File: src/sv/gic_pkg.sv
`default_nettype none
// ----------------------------------------------------------------------------
// gic_pkg
// Shared types and constants of the gamepad input conditioner.
// ----------------------------------------------------------------------------
package gic_pkg;

    // pad and stick constants
    localparam logic [7:0] KIND_ANALOG_A = 8'h05;
    localparam logic [7:0] KIND_ANALOG_B = 8'h07;
    localparam logic [7:0] STICK_CENTER  = 8'd128;
    localparam logic [7:0] STICK_MAX     = 8'd127;
    localparam logic [6:0] DZ_MAX        = 7'd126;
    localparam int         STICKS        = 4;
    localparam int         SEL_W         = 2;

    // rescale divider: 14-bit numerator (127 * 127), 7-bit divisor
    localparam int DIV_NUM_W = 14;
    localparam int DIV_DEN_W = 7;

    // func codes
    localparam logic FUNC_POLL  = 1'b0;
    localparam logic FUNC_CHECK = 1'b1;

    // controller -> datapath
    typedef struct packed {
        logic             load;         // latch the accepted word
        logic             div_start;    // start rescale of the selected stick
        logic             div_store;    // store the rescaled stick
        logic [SEL_W-1:0] stick_sel;    // stick being rescaled
        logic             mem_read;     // read history at the check index
        logic             commit_poll;  // update pad state, load result
        logic             commit_check; // update match state, maybe load result
    } cmd_t;

    // datapath -> controller
    typedef struct packed {
        logic is_check;
        logic player_ok;
        logic analog_conn;
        logic check_last;
        logic div_done;
        logic out_free;
    } status_t;

endpackage
`default_nettype wire

File: src/sv/gic_divider.sv
`default_nettype none
// ----------------------------------------------------------------------------
// gic_divider
// Restoring divider, one quotient bit per cycle.
// ----------------------------------------------------------------------------
module gic_divider (
    input  wire logic                          clk,
    input  wire logic                          rst_n,
    input  wire logic                          start,
    input  wire logic [gic_pkg::DIV_NUM_W-1:0] num,
    input  wire logic [gic_pkg::DIV_DEN_W-1:0] den,
    output logic                               done,
    output logic [gic_pkg::DIV_NUM_W-1:0]      quot
);
    import gic_pkg::*;

    localparam int CNT_W = $clog2(DIV_NUM_W + 1);

    logic                 busy_reg, busy_next;
    logic                 done_reg, done_next;
    logic [CNT_W-1:0]     cnt_reg, cnt_next;
    logic [DIV_DEN_W-1:0] rem_reg, rem_next;
    logic [DIV_NUM_W-1:0] quo_reg, quo_next;
    logic [DIV_DEN_W:0]   trial;
    logic                 fits;

    assign trial = {rem_reg, quo_reg[DIV_NUM_W-1]};
    assign fits  = trial >= {1'b0, den};

    always_comb
    begin
        busy_next = busy_reg;
        done_next = 1'b0;
        cnt_next  = cnt_reg;
        rem_next  = rem_reg;
        quo_next  = quo_reg;
        if (start)
        begin
            busy_next = 1'b1;
            cnt_next  = CNT_W'(DIV_NUM_W);
            rem_next  = '0;
            quo_next  = num;
        end
        else if (busy_reg)
        begin
            // remainder stays below den, so the difference fits DEN_W bits
            rem_next = fits ? DIV_DEN_W'(trial - {1'b0, den}) : trial[DIV_DEN_W-1:0];
            quo_next = {quo_reg[DIV_NUM_W-2:0], fits};
            cnt_next = cnt_reg - CNT_W'(1);
            if (cnt_reg == CNT_W'(1))
            begin
                busy_next = 1'b0;
                done_next = 1'b1;
            end
        end
    end

    always_ff @(posedge clk or negedge rst_n)
    begin
        if (!rst_n)
        begin
            busy_reg <= 1'b0;
            done_reg <= 1'b0;
            cnt_reg  <= '0;
        end
        else
        begin
            busy_reg <= busy_next;
            done_reg <= done_next;
            cnt_reg  <= cnt_next;
        end
    end

    always_ff @(posedge clk)
    begin
        rem_reg <= rem_next;
        quo_reg <= quo_next;
    end

    assign done = done_reg;
    assign quot = quo_reg;

endmodule
`default_nettype wire

File: src/sv/gic_ctrl.sv
`default_nettype none
// ----------------------------------------------------------------------------
// gic_ctrl
// Sequencer: accepts a word, steps the stick rescales, commits results.
// ----------------------------------------------------------------------------
module gic_ctrl (
    input  wire logic             clk,
    input  wire logic             rst_n,
    input  wire logic             in_valid,
    output logic                  in_ready,
    input  wire gic_pkg::status_t status,
    output gic_pkg::cmd_t         cmd
);
    import gic_pkg::*;

    typedef enum logic [6:0] {
        ST_IDLE      = 7'b0000001,
        ST_DISPATCH  = 7'b0000010,
        ST_DIV_START = 7'b0000100,
        ST_DIV_WAIT  = 7'b0001000,
        ST_POLL_FIN  = 7'b0010000,
        ST_CHECK_FIN = 7'b0100000,
        ST_SPARE     = 7'b1000000
    } state_t;

    state_t           state_reg, state_next;
    logic [SEL_W-1:0] stick_reg, stick_next;

    always_comb
    begin
        state_next = state_reg;
        stick_next = stick_reg;
        cmd        = '0;
        cmd.stick_sel = stick_reg;
        in_ready   = 1'b0;
        unique case (state_reg)
            ST_IDLE:
            begin
                in_ready = 1'b1;
                if (in_valid)
                begin
                    cmd.load   = 1'b1;
                    state_next = ST_DISPATCH;
                end
            end
            ST_DISPATCH:
            begin
                if (status.is_check)
                begin
                    cmd.mem_read = 1'b1;
                    state_next   = ST_CHECK_FIN;
                end
                else if (!status.player_ok)
                    state_next = ST_IDLE;
                else if (status.analog_conn)
                begin
                    stick_next = '0;
                    state_next = ST_DIV_START;
                end
                else
                    state_next = ST_POLL_FIN;
            end
            ST_DIV_START:
            begin
                cmd.div_start = 1'b1;
                state_next    = ST_DIV_WAIT;
            end
            ST_DIV_WAIT:
            begin
                if (status.div_done)
                begin
                    cmd.div_store = 1'b1;
                    if (stick_reg == SEL_W'(STICKS - 1))
                        state_next = ST_POLL_FIN;
                    else
                    begin
                        stick_next = stick_reg + SEL_W'(1);
                        state_next = ST_DIV_START;
                    end
                end
            end
            ST_POLL_FIN:
            begin
                if (status.out_free)
                begin
                    cmd.commit_poll = 1'b1;
                    state_next      = ST_IDLE;
                end
            end
            ST_CHECK_FIN:
            begin
                // a non-final compare element makes no result and never waits
                if (!status.check_last || status.out_free)
                begin
                    cmd.commit_check = 1'b1;
                    state_next       = ST_IDLE;
                end
            end
            ST_SPARE:
                state_next = ST_IDLE;
            default:
                state_next = ST_IDLE;
        endcase
    end

    always_ff @(posedge clk or negedge rst_n)
    begin
        if (!rst_n)
        begin
            state_reg <= ST_IDLE;
            stick_reg <= '0;
        end
        else
        begin
            state_reg <= state_next;
            stick_reg <= stick_next;
        end
    end

endmodule
`default_nettype wire

File: src/sv/gic_datapath.sv
`default_nettype none
// ----------------------------------------------------------------------------
// gic_datapath
// Pad state, stick rescale, press history ring and result register.
// ----------------------------------------------------------------------------
module gic_datapath #(
    parameter int HISTORY_DEPTH = 32,
    parameter int PLAYERS       = 2
) (
    input  wire logic               clk,
    input  wire logic               rst_n,
    input  wire gic_pkg::cmd_t      cmd,
    output gic_pkg::status_t        status,
    input  wire logic               cfg_write_en,
    input  wire logic [6:0]         cfg_write_data,
    input  wire logic               func,
    input  wire logic               player,
    input  wire logic [7:0]         pad_status,
    input  wire logic [7:0]         pad_kind,
    input  wire logic [15:0]        buttons_raw,
    input  wire logic [7:0]         left_x_raw,
    input  wire logic [7:0]         left_y_raw,
    input  wire logic [7:0]         right_x_raw,
    input  wire logic [7:0]         right_y_raw,
    input  wire logic [4:0]         check_index,
    input  wire logic [15:0]        check_word,
    input  wire logic               check_last,
    output logic                    out_valid,
    input  wire logic               out_ready,
    output logic [15:0]             held_mask,
    output logic [15:0]             pressed_mask,
    output logic [15:0]             released_mask,
    output logic signed [7:0]       left_x,
    output logic signed [7:0]       left_y,
    output logic signed [7:0]       right_x,
    output logic signed [7:0]       right_y,
    output logic signed [7:0]       left_x_delta,
    output logic signed [7:0]       left_y_delta,
    output logic signed [7:0]       right_x_delta,
    output logic signed [7:0]       right_y_delta,
    output logic                    sequence_match
);
    import gic_pkg::*;

    localparam int PTR_W = $clog2(HISTORY_DEPTH);
    localparam int CNT_W = $clog2(HISTORY_DEPTH + 1);
    localparam int CMP_W = (CNT_W > 9) ? CNT_W : 9;
    localparam int PLY_W = (PLAYERS > 1) ? $clog2(PLAYERS) : 1;

    // ---- configuration ----
    logic [6:0] dz_cfg_reg;
    logic [6:0] dz;

    always_ff @(posedge clk or negedge rst_n)
    begin
        if (!rst_n)
            dz_cfg_reg <= 7'd16;
        else if (cfg_write_en)
            dz_cfg_reg <= cfg_write_data;
    end

    assign dz = (dz_cfg_reg > DZ_MAX) ? DZ_MAX : dz_cfg_reg;

    // ---- latched input word ----
    logic        func_reg, player_reg, conn_reg, analog_reg, last_reg;
    logic [15:0] buttons_reg, word_reg;
    logic [7:0]  raw_reg [STICKS];
    logic [4:0]  idx_reg;

    always_ff @(posedge clk)
    begin
        if (cmd.load)
        begin
            func_reg    <= func;
            player_reg  <= player;
            conn_reg    <= (pad_status == 8'd0);
            analog_reg  <= (pad_kind == KIND_ANALOG_A) || (pad_kind == KIND_ANALOG_B);
            buttons_reg <= buttons_raw;
            raw_reg[0]  <= left_x_raw;
            raw_reg[1]  <= left_y_raw;
            raw_reg[2]  <= right_x_raw;
            raw_reg[3]  <= right_y_raw;
            idx_reg     <= check_index;
            word_reg    <= check_word;
            last_reg    <= check_last;
        end
    end

    // ---- stick rescale ----
    logic [7:0]           raw_sel, mag_full, mag_dz;
    logic [6:0]           mag;
    logic                 neg;
    logic [DIV_NUM_W-1:0] div_num, div_quot;
    logic [DIV_DEN_W-1:0] div_den;
    logic                 div_done;
    logic [7:0]           stick_fin;
    logic [7:0]           stick_res_reg [STICKS];

    assign raw_sel  = raw_reg[cmd.stick_sel];
    assign neg      = !raw_sel[7];
    assign mag_full = neg ? (STICK_CENTER - raw_sel) : (raw_sel - STICK_CENTER);
    assign mag_dz   = (mag_full > {1'b0, dz}) ? (mag_full - {1'b0, dz}) : 8'd0;
    assign mag      = (mag_dz > STICK_MAX) ? STICK_MAX[6:0] : mag_dz[6:0];
    // mag * 127 as a shift and subtract
    assign div_num  = {mag, 7'd0} - DIV_NUM_W'(mag);
    assign div_den  = STICK_MAX[6:0] - dz;

    gic_divider u_div (
        .clk   (clk),
        .rst_n (rst_n),
        .start (cmd.div_start),
        .num   (div_num),
        .den   (div_den),
        .done  (div_done),
        .quot  (div_quot)
    );

    // saturate: 128 for negative sticks, 127 for positive
    always_comb
    begin
        if (neg)
            stick_fin = 8'd0 - ((div_quot > DIV_NUM_W'(STICK_CENTER)) ?
                                STICK_CENTER : div_quot[7:0]);
        else
            stick_fin = (div_quot > DIV_NUM_W'(STICK_MAX)) ? STICK_MAX : div_quot[7:0];
    end

    always_ff @(posedge clk)
    begin
        if (cmd.div_store)
            stick_res_reg[cmd.stick_sel] <= stick_fin;
    end

    // ---- per-player pad state ----
    logic [15:0]      held_now_reg  [PLAYERS];
    logic [7:0]       stick_now_reg [PLAYERS][STICKS];
    logic             pressed_latest_reg, match_running_reg;
    logic [PLY_W-1:0] p;
    logic [15:0]      old_held, new_held, pressed, released;
    logic [7:0]       old_stick [STICKS];
    logic [7:0]       new_stick [STICKS];
    logic             push;

    assign p        = PLY_W'(player_reg);
    assign old_held = held_now_reg[p];
    assign new_held = conn_reg ? ~buttons_reg : old_held;
    assign pressed  = new_held & ~old_held;
    assign released = old_held & ~new_held;
    assign push     = cmd.commit_poll && (pressed != 16'd0);

    always_comb
    begin
        for (int k = 0; k < STICKS; k++)
        begin
            old_stick[k] = stick_now_reg[p][k];
            new_stick[k] = (conn_reg && analog_reg) ? stick_res_reg[k] : old_stick[k];
        end
    end

    // ---- press history ring ----
    logic [15:0]      hist_mem [HISTORY_DEPTH];
    logic [PTR_W-1:0] head_reg, head_next, idx_ptr, rd_addr;
    logic [CNT_W-1:0] count_reg;
    logic [15:0]      hist_rd_reg;
    logic             in_count_reg, in_range_reg;
    logic             equal, run_after;

    assign head_next = (head_reg == PTR_W'(HISTORY_DEPTH - 1)) ? '0 : head_reg + PTR_W'(1);
    assign idx_ptr   = PTR_W'(idx_reg);
    assign rd_addr   = (head_reg >= idx_ptr) ? (head_reg - idx_ptr) :
                       PTR_W'({1'b0, head_reg} + (PTR_W + 1)'(HISTORY_DEPTH) - {1'b0, idx_ptr});

    always_ff @(posedge clk)
    begin
        if (push)
            hist_mem[head_next] <= pressed;
        if (cmd.mem_read)
        begin
            hist_rd_reg  <= hist_mem[rd_addr];
            in_count_reg <= CMP_W'(idx_reg) < CMP_W'(count_reg);
            in_range_reg <= CMP_W'(idx_reg) < CMP_W'(HISTORY_DEPTH);
        end
    end

    // entries never pushed read as zero
    assign equal     = in_range_reg && (in_count_reg ? (hist_rd_reg == word_reg)
                                                     : (word_reg == 16'd0));
    assign run_after = match_running_reg && equal;

    // ---- state update ----
    always_ff @(posedge clk or negedge rst_n)
    begin
        if (!rst_n)
        begin
            for (int i = 0; i < PLAYERS; i++)
            begin
                held_now_reg[i] <= '0;
                for (int k = 0; k < STICKS; k++)
                    stick_now_reg[i][k] <= '0;
            end
            pressed_latest_reg <= 1'b0;
            match_running_reg  <= 1'b1;
            head_reg           <= '0;
            count_reg          <= '0;
        end
        else
        begin
            if (cmd.commit_poll)
            begin
                held_now_reg[p] <= new_held;
                for (int k = 0; k < STICKS; k++)
                    stick_now_reg[p][k] <= new_stick[k];
                if (conn_reg)
                    pressed_latest_reg <= (pressed != 16'd0);
            end
            if (push)
            begin
                head_reg <= head_next;
                if (count_reg != CNT_W'(HISTORY_DEPTH))
                    count_reg <= count_reg + CNT_W'(1);
            end
            if (cmd.commit_check)
                match_running_reg <= last_reg ? 1'b1 : run_after;
        end
    end

    // ---- result register ----
    logic        out_valid_reg;
    logic        out_load;
    logic [15:0] held_o_reg, pressed_o_reg, released_o_reg;
    logic [7:0]  stick_o_reg [STICKS];
    logic [7:0]  delta_o_reg [STICKS];
    logic        match_o_reg;

    assign out_load = cmd.commit_poll || (cmd.commit_check && last_reg);

    always_ff @(posedge clk or negedge rst_n)
    begin
        if (!rst_n)
            out_valid_reg <= 1'b0;
        else if (out_load)
            out_valid_reg <= 1'b1;
        else if (out_ready)
            out_valid_reg <= 1'b0;
    end

    always_ff @(posedge clk)
    begin
        if (cmd.commit_poll)
        begin
            held_o_reg     <= new_held;
            pressed_o_reg  <= pressed;
            released_o_reg <= released;
            for (int k = 0; k < STICKS; k++)
            begin
                stick_o_reg[k] <= new_stick[k];
                delta_o_reg[k] <= new_stick[k] - old_stick[k];
            end
            match_o_reg <= 1'b0;
        end
        else if (cmd.commit_check && last_reg)
        begin
            held_o_reg     <= '0;
            pressed_o_reg  <= '0;
            released_o_reg <= '0;
            for (int k = 0; k < STICKS; k++)
            begin
                stick_o_reg[k] <= '0;
                delta_o_reg[k] <= '0;
            end
            match_o_reg <= run_after && pressed_latest_reg;
        end
    end

    assign out_valid      = out_valid_reg;
    assign held_mask      = held_o_reg;
    assign pressed_mask   = pressed_o_reg;
    assign released_mask  = released_o_reg;
    assign left_x         = stick_o_reg[0];
    assign left_y         = stick_o_reg[1];
    assign right_x        = stick_o_reg[2];
    assign right_y        = stick_o_reg[3];
    assign left_x_delta   = delta_o_reg[0];
    assign left_y_delta   = delta_o_reg[1];
    assign right_x_delta  = delta_o_reg[2];
    assign right_y_delta  = delta_o_reg[3];
    assign sequence_match = match_o_reg;

    // ---- status ----
    assign status.is_check    = (func_reg == FUNC_CHECK);
    assign status.player_ok   = CMP_W'(player_reg) < CMP_W'(PLAYERS);
    assign status.analog_conn = conn_reg && analog_reg;
    assign status.check_last  = last_reg;
    assign status.div_done    = div_done;
    assign status.out_free    = !out_valid_reg || out_ready;

endmodule
`default_nettype wire

File: src/sv/gamepad_input_conditioner.sv
`default_nettype none
// ----------------------------------------------------------------------------
// gamepad_input_conditioner
// Two-pad input conditioner: button edge masks, stick deadzone rescale,
// shared press history and history sequence compare.
// ----------------------------------------------------------------------------
// Rescale: an analog poll passes its 4 sticks through one shared 14-step
//   restoring divider in turn; digital or disconnected polls and compare
//   elements skip the divider.
// Flow: one word at a time; a new word is taken when the sequencer is back
//   in idle, even while the previous result still waits on out_ready.
// Reset: rst_n clears pad state, history fill count and match state at once;
//   deadzone returns to 16. No clearing pass.
// ----------------------------------------------------------------------------
module gamepad_input_conditioner #(
    parameter int HISTORY_DEPTH = 32,   // press history words, 2..256
    parameter int PLAYERS       = 2     // pad ports, 1..8
) (
    input  wire logic         clk,
    input  wire logic         rst_n,
    // configuration: stick_deadzone
    input  wire logic         cfg_write_en,
    input  wire logic [6:0]   cfg_write_data,
    // input word
    input  wire logic         in_valid,
    output logic              in_ready,
    input  wire logic         func,
    input  wire logic         player,
    input  wire logic [7:0]   pad_status,
    input  wire logic [7:0]   pad_kind,
    input  wire logic [15:0]  buttons_raw,
    input  wire logic [7:0]   left_x_raw,
    input  wire logic [7:0]   left_y_raw,
    input  wire logic [7:0]   right_x_raw,
    input  wire logic [7:0]   right_y_raw,
    input  wire logic [4:0]   check_index,
    input  wire logic [15:0]  check_word,
    input  wire logic         check_last,
    // result word
    output logic              out_valid,
    input  wire logic         out_ready,
    output logic [15:0]       held_mask,
    output logic [15:0]       pressed_mask,
    output logic [15:0]       released_mask,
    output logic signed [7:0] left_x,
    output logic signed [7:0] left_y,
    output logic signed [7:0] right_x,
    output logic signed [7:0] right_y,
    output logic signed [7:0] left_x_delta,
    output logic signed [7:0] left_y_delta,
    output logic signed [7:0] right_x_delta,
    output logic signed [7:0] right_y_delta,
    output logic              sequence_match
);
    import gic_pkg::*;

    cmd_t    cmd;
    status_t status;

    // sequencer: dispatch, per-stick divide steps, commit when output is free or no result is due
    gic_ctrl u_ctrl (
        .clk      (clk),
        .rst_n    (rst_n),
        .in_valid (in_valid),
        .in_ready (in_ready),
        .status   (status),
        .cmd      (cmd)
    );

    // datapath: word latch, rescale + divider, pad state, history ring,
    // output register (holds the result while the next word is taken)
    gic_datapath #(
        .HISTORY_DEPTH (HISTORY_DEPTH),
        .PLAYERS       (PLAYERS)
    ) u_dp (
        .clk            (clk),
        .rst_n          (rst_n),
        .cmd            (cmd),
        .status         (status),
        .cfg_write_en   (cfg_write_en),
        .cfg_write_data (cfg_write_data),
        .func           (func),
        .player         (player),
        .pad_status     (pad_status),
        .pad_kind       (pad_kind),
        .buttons_raw    (buttons_raw),
        .left_x_raw     (left_x_raw),
        .left_y_raw     (left_y_raw),
        .right_x_raw    (right_x_raw),
        .right_y_raw    (right_y_raw),
        .check_index    (check_index),
        .check_word     (check_word),
        .check_last     (check_last),
        .out_valid      (out_valid),
        .out_ready      (out_ready),
        .held_mask      (held_mask),
        .pressed_mask   (pressed_mask),
        .released_mask  (released_mask),
        .left_x         (left_x),
        .left_y         (left_y),
        .right_x        (right_x),
        .right_y        (right_y),
        .left_x_delta   (left_x_delta),
        .left_y_delta   (left_y_delta),
        .right_x_delta  (right_x_delta),
        .right_y_delta  (right_y_delta),
        .sequence_match (sequence_match)
    );

endmodule
`default_nettype wire

File: config.mk
export PLATFORM = sky130hd
export DESIGN_NAME = gamepad_input_conditioner
export DESIGN_NICKNAME = d
export VERILOG_FILES = /design/src/sv/gic_pkg.sv /design/src/sv/gic_divider.sv /design/src/sv/gic_ctrl.sv /design/src/sv/gic_datapath.sv /design/src/sv/gamepad_input_conditioner.sv
export SDC_FILE = /design/constraint.sdc
export NUM_CORES = 1
export LEC_CHECK = 0
export BUFFER_PORTS_ARGS = -buffer_cell sky130_fd_sc_hd__buf_2
export CAP_MARGIN = 30
export CORE_ASPECT_RATIO = 0.5
export CORE_MARGIN = 5
export CORE_UTILIZATION = 25
export DETAILED_ROUTE_END_ITERATION = 12
export PLACE_DENSITY_LB_ADDON = 0.1
export SYNTH_ARGS = -nofsm -noshare
export SYNTH_HDL_FRONTEND = slang
export SYNTH_SLANG_ARGS = --single-unit
File: constraint.sdc
create_clock -name clk -period 5.3 [get_ports clk]
set_clock_uncertainty 0.15 [all_clocks]
set_input_delay 0.53 -clock clk [delete_from_list [all_inputs] [get_ports clk]]
set_output_delay 0.53 -clock clk [all_outputs]
set_load 0.005 [all_outputs]
==> out/qor.csv, run 1 <==
stage;metric;value;unit
final_layout;area.growth.synth_to_final;21.4;%
logic_synthesis;synth_compound_gate_area_share;5.35;%
logic_synthesis;netlist.area_leader.share;57.2;%
logic_synthesis;synthAdderAreaFrac;2.65;%
clock_network;insertion_delay;0.69;ns
die;ios;215;
logic_synthesis;synth_top_family_by_area;multiplexers;
logic_synthesis;synthFlopType;edfxtp_1;
drt;vias;21000;
worst_setup_path;critPathMaxFanout;5;
worst_setup_path;crit_type;reg2reg;
worst_hold_path;hp-class;in2reg;
grt;overflow;0;
logic_synthesis;yosysWarnings;0;
timing;max_slew_margin;35.3;%
worst_setup_path;cp.arrival;5.31;ns
logic_synthesis;ys_async_sr_fraction;14.6;%
power_and_ir_drop;p_seq_share;33.8;%
timing;worst_slack;0.261;ns
final_layout;largest_register_ffs;512;
status;status;finished clean;
drt;wl_per_cell;21.9;um
timing;hold_viol_final;0;
drt;drt_iter0_markers;1555;
logic_synthesis;synth-xor-area-share;1.64;%
clock_network;root_buffer;clkbuf_16;
logic_synthesis;yosysSeqAreaShare;69.0;%
logic_synthesis;muxShareOfSynthArea;12.5;%
clock_network;clockBufferDepth;3;
place;dp_slack;0.0705;ns
power_and_ir_drop;powerDensity;607;mW/mm^2
place;gp_congestion;0.731;
drt;drtPass1Iterations;6;
logic_synthesis;post-synth-top-count-cell;edfxtp_1;
power_and_ir_drop;switching_power;9.94;mW
grt;grt_usage;13.2;%
power_and_ir_drop;share_comb_of_total_power;43.3;%
logic_synthesis;synthSimpleGateAreaFrac;6.88;%
power_and_ir_drop;vdd_drop_max;0.477;mV
logic_synthesis;synth_common_cells;edfxtp_1, nand2_1, o21ai_0;
die;rows;100;
logic_synthesis;ys_seq_elements;900;
timing;setup_tns;0;ns
drt;wl_met3;3.61;mm
drt;viasPerCell;4.36;
logic_synthesis;synth_area;0.0374;sq mm
clock_network;h-tree-depth;3;
logic_synthesis;syn_avg_cell_area;15.8;sq um
power_and_ir_drop;pwr-share-clk;22.9;%
clock_network;numCtsBuffers;91;
clock_network;cts_tree;yes;
timing;rsz0062_at_grt;no;
worst_setup_path;required;5.57;ns
grt;grt_first_pass_wirelength;155;mm
die;dieArea;0.158;sq mm
drt;drc_errors;0;
die;core-area;0.149;sq mm
worst_setup_path;worstSetupEndpointType;flop;
grt;grt_max_degree;63;
grt;antenna_found_initial;7;
timing;fin_crit_sh;95.1;%
timing;holdWs;0.111;ns
logic_synthesis;synth_top_cell_by_area;edfxtp_1;
timing;max_freq;198;MHz
drt;drt-met1-wl;49.5;mm
logic_synthesis;ys_types;80;
timing;period_needed;5.04;ns
die;start_util;25.2;%
timing;tightest_slew;0.966;ns
logic_synthesis;synthCells;2368;
drt;top_layer;met5;
logic_synthesis;synth_enable_flop_cells;713;
die;die_x;557;um
logic_synthesis;synth_nets;2543;
timing;final-setup-viol-count;0;
clock_network;clock_sinks;900;
die;die_y;284;um
flow_run;max-cap-violations;0;
power_and_ir_drop;p_int;17.6;mW
timing;slew_viol_final;0;
grt;grt_pass1_vias;22100;
drt;antenna_left;0;
drt;drt-total-wl;105;mm
clock_network;cts.reportedPaths.clkPinSlew;0.06;ns
power_and_ir_drop;power;27.6;mW
drt;route.met2.wl;50.1;mm
final_layout;drive_gt1_share;26.5;%
final_layout;layout.nets;2932;
power_and_ir_drop;p_leak;16.4;nW
place;dp.final_hpwl;68.0;mm
logic_synthesis;synthTopCellsByArea;edfxtp_1, mux4_2, dfrtp_1;
power_and_ir_drop;switching_share;36.1;%
place;numPortBuffers;213;
worst_setup_path;cp-start-kind;flop;
critical path, cell delays in order, from the launching register on:
cell      delay, ns
dfrtp_2        0.44
mux4_2         0.57
inv_1          0.12
ha_1           0.19
nor3b_1        0.21
nor2_1         0.08
xor2_1         0.15
ha_1           0.30
or2_1          0.21
a211oi_1       0.23
a21oi_1        0.09
or4_4          0.54
mux2i_4        0.18
a21oi_1        0.11
ha_1           0.23
inv_2          0.10
or3_1          0.13
o221ai_2       0.10
a211o_2        0.36
xnor2_1        0.21
o21ai_1        0.08
kinds of logic after synthesis:
family / Yosys count
DFF: 900
and+or+nand+nor: 539
AOI/OAI and AO/OA: 346
muxes: 251
buffers and inverters: 187
adders and majority gates: 75
xor gates and xnor gates: 70
power by group through the flow:
stage | Clock [mW] | Combinational, mW | Sequential [mW]
after CTS | 6.55 | 12.3 | 9.34
after global routing | 6.85 | 13.2 | 9.41
after detailed placement | 0 | 12.2 | 9.49
final | 6.31 | 11.9 | 9.32
after global placement | 0 | 12.2 | 9.47
after floorplan | 0 | 8.06 | 9.31
cells in the final DEF, fill, tap and decap left out, types with 9 or more instances in the layout:
cell,count
dlygate4sd3_1,90
nor3_1,13
nor3b_2,18
nor2b_1,32
a31oi_1,9
inv_1,74
clkinv_2,21
clkbuf_16,93
ha_1,67
a211oi_1,26
nor4_1,16
nand2b_1,17
a21o_1,18
o21ai_0,213
dfrtp_1,126
nor2_2,33
and3_1,22
edfxtp_1,713
buf_2,212
buf_4,95
mux2_2,43
xor2_1,24
clkinv_1,21
mux4_2,167
mux2i_1,38
nand3_1,17
nand2_1,228
nor2_1,86
clkbuf_1,17
a21oi_1,38
dfxtp_1,56
xnor2_1,43
repair_timing:
action	CTS	global route
buffers inserted	0	1
resized for setup	0	4
hold buffers	90	0
setup endpoints to repair	0	2
hold endpoints to repair	123	0
final cells by class:
cell class                      count  area (sq um)
Antenna cell                        1          2.50
Clock buffer                      112          2420
Clock inverter                     55           442
Fill cell                       14700        103000
Inverter                           76           285
Multi-Input combinational cell   1281         11100
Sequential cell                   900         25800
Tap cell                         1989          2490
Timing Repair Buffer              407          2880
path summary, 6_finish.rpt:
kind	start	end	slack, ns	depth (start not counted)
worst min register to register	u_dp.sequence_match	u_dp.sequence_match	0.30	2
worst max register to register	u_ctrl.stick_reg[0]	u_dp.u_div.quot[11]	0.26	20
worst min-delay path	pad_kind[2]	u_dp.analog_reg	0.11	2
max in group asynchronous	rst_n	u_ctrl.state_reg[1]	3.71	3
min in group asynchronous	rst_n	u_dp.dz_cfg_reg[0]	0.24	2
worst max-delay path	u_ctrl.stick_reg[0]	u_dp.u_div.quot[11]	0.26	20
metal layers:
layer	up-vias	global-route usage, %
met2	333	21.7
met1	10700	18.2
met4	6	3.17
met3	142	2.38
li1	9801	-
met5	-	0
metrics by stage:
stage / utilization [%] / cell area, sq um / std cells
after floorplan: - / 37400 / 2368
after global placement: 28.0 / 41600 / 4560
after detailed placement: 28.0 / 41700 / 4562
after CTS: 30.5 / 45400 / 4819
after global routing: 30.5 / 45400 / 4821
final: 30.5 / 45400 / 4821
Power figures use the tool's default switching activity.
==> inputs of run 2 (changes only) <==
CORE_ASPECT_RATIO = unset   (was 0.5)
==> out/qor.csv, run 2 (same netlist as run 1, synthesis figures left out) <==
stage;metric;value;unit
status;status;finished clean;
drt;vias;21500;
power_and_ir_drop;p_leak;16.7;nW
drt;wl_per_cell;22.0;um
die;ios;215;
worst_setup_path;reg2regPathDepth;20;
power_and_ir_drop;p_int;18.3;mW
timing;setup_tns;0;ns
clock_network;cts_tree;yes;
timing;max_freq;199;MHz
grt;grt-busiest-layer;met2;
drt;drtPass1Iterations;5;
power_and_ir_drop;switching_share;35.7;%
final_layout;layout.nets;2951;
worst_setup_path;cp_common_cell;ha_1;
final_layout;largest_register_ffs;512;
place;dp.final_hpwl;71.4;mm
grt;grt_max_degree;63;
worst_setup_path;required;5.59;ns
grt;antenna_found_initial;18;
worst_setup_path;worst-path-stages;20;
grt;grt_use_met1;18.2;%
place;numPortBuffers;213;
die;core-area;0.149;sq mm
drt;drt-total-wl;106;mm
clock_network;cts.reportedPaths.clkPinSlew;0.06;ns
drt;viasPerCell;4.46;
final_layout;area.growth.synth_to_final;22.8;%
clock_network;h-tree-depth;3;
worst_setup_path;crit_chain;mux4_2, inv_1, ha_1, nor3b_1, nor2_1, xor2_1, ha_1, or2_1, a211oi_1, a21oi_1, or4_4, mux2i_4, a21oi_1, ha_1, inv_2, or3_1, o221ai_2, a211o_2, xnor2_1, o21ai_1;
final_layout;utilization;30.8;%
timing;slew_viol_final;0;
clock_network;root_buffer;clkbuf_16;
power_and_ir_drop;switching_power;10.2;mW
worst_setup_path;cp-start-kind;flop;
worst_setup_path;cp.arrival;5.30;ns
worst_setup_path;worstSetupEndpointType;flop;
worst_setup_path;reg2reg_to;u_dp.u_div.quot[11];
timing;rsz0062_at_grt;no;
worst_hold_path;worstHoldStart;pad_kind[2];
timing;fin_crit_sh;94.6;%
worst_setup_path;critPathSlowestCell;mux4_2;
die;start_util;25.1;%
power_and_ir_drop;share_comb_of_total_power;42.1;%
grt;grt_first_pass_wirelength;155;mm
worst_setup_path;crit_type;reg2reg;
clock_network;insertion_delay;0.70;ns
final_layout;final_cell_mix;edfxtp_1, nand2_1, o21ai_0;
die;dieArea;0.158;sq mm
drt;drt_iter0_markers;1216;
power_and_ir_drop;vdd_drop_max;0.470;mV
grt;use_met2;21.8;%
power_and_ir_drop;pwr-share-clk;25.2;%
worst_hold_path;holdPathEnd;u_dp.analog_reg;
timing;tightest_slew;0.856;ns
final_layout;drive_gt1_share;26.6;%
clock_network;numCtsBuffers;107;
final_layout;nFillCells;14700;
drt;drc_errors;0;
final_layout;final_common_cell;edfxtp_1;
worst_setup_path;path_delay_family;simple AND/OR/NAND/NOR gates;
timing;hold_viol_final;0;
die;die_x;397;um
worst_hold_path;hp-class;in2reg;
die;die_y;397;um
grt;use_met3;2.49;%
worst_setup_path;r2r_start;u_ctrl.stick_reg[0];
worst_setup_path;rrSetupSlack;0.28;ns
grt;grt_pass1_vias;22600;
clock_network;clockBufferDepth;3;
die;rows;142;
grt;grt_usage;13.3;%
place;gp_congestion;0.739;
worst_setup_path;path_buf_inv;2;
timing;max_slew_margin;42.9;%
worst_hold_path;whs_path_depth;2;
flow_run;max-cap-violations;0;
power_and_ir_drop;powerDensity;620;mW/mm^2
power_and_ir_drop;p_seq_share;32.7;%
timing;period_needed;5.02;ns
clock_network;clock_sinks;900;
worst_setup_path;critPathMaxFanout;5;
drt;antenna_left;0;
grt;overflow;0;
timing;final-setup-viol-count;0;
worst_setup_path;max_stage_delay;0.55;ns
## run 2: cell types whose count changed in the layout (fill, tap and decap cells not counted), sizes merged
cell         delta
clkinv         -12
clkinvlp        -1
diode           +2
buf             +1
clkbuf         +44
inv             +2
dlygate4sd3     +2
## run 2: what timing repair did
action | in CTS | in global routing
pin swaps | 0 | 0
hold endpoints to repair | 139 | 0
setup buffers | 0 | 1
resized for setup | 1 | 2
hold buffers | 92 | 0
endpoints found under the setup margin | 2 | 2
## run 2: worst max-delay path by stage
stage | start | to | slack (ns)
finish | u_ctrl.stick_reg[0] | u_dp.u_div.quot[11] | 0.28
global route | u_ctrl.stick_reg[0] | u_dp.u_div.quot[11] | 0.06
CTS | u_ctrl.stick_reg[0] | u_dp.u_div.quot[11] | 0.08
detailed placement | u_ctrl.stick_reg[0] | u_dp.u_div.quot[11] | 0.01
global placement | u_ctrl.stick_reg[0] | u_dp.u_div.quot[11] | 0.06
floorplan | u_ctrl.stick_reg[0] | u_dp.u_div.quot[13] | 0.15
## run 2: through the flow
step,worst slack (ns),power [mW],cell area (sq um),hold WS (ns),instances
finish,0.284,28.5,46000,0.0739,4814
global route,0.0618,30.3,45900,0.0393,4811
CTS,0.0814,29.1,45900,0.0153,4810
detailed placement,0.0136,21.7,41600,0.288,4518
global placement,0.0594,21.5,41500,0.286,4516
floorplan,0.149,17.4,37400,0.0844,2368
## run 2: cell type report
class | count | area, sq um | area share [%]
Timing Repair Buffer | 410 | 2900 | 6.30
Multi-Input combinational cell | 1281 | 11100 | 24.1
Tap cell | 1944 | 2430 | 5.29
Clock buffer | 156 | 3100 | 6.74
Inverter | 76 | 285 | 0.621
Antenna cell | 3 | 7.51 | 0.0163
Sequential cell | 900 | 25800 | 56.2
Clock inverter | 44 | 355 | 0.773
## run 2: routing by layer
layer | up-vias | part of all wire [%]
li1 | 9862 | -
met1 | 11000 | 46
met2 | 437 | 47
met3 | 142 | 4.3
met4 | 4 | 2.4
met5 | - | 0.027
## run 2: power groups by stage
| stage | Clock [mW] | Sequential [mW] | Combinational (mW) |
|---|---|---|---|
| 2_1_floorplan | 0 | 9.31 | 8.06 |
| 3_3_place_gp | 0 | 9.43 | 12.1 |
| 3_5_place_dp | 0 | 9.45 | 12.2 |
| 4_1_cts | 7.45 | 9.32 | 12.3 |
| 5_1_grt | 7.74 | 9.40 | 13.2 |
| 6_report | 7.19 | 9.30 | 12.0 |
## run 2: worst reg2reg max path, delay by kind of cell (launching register included)
kind / cells / cell delay (ns)
flops: 1 / 0.44
xor+xnor: 2 / 0.32
simple gates: 5 / 1.16
fa+ha+maj: 3 / 0.74
buf+inv: 2 / 0.21
mux: 2 / 0.73
compound gates: 6 / 1.02
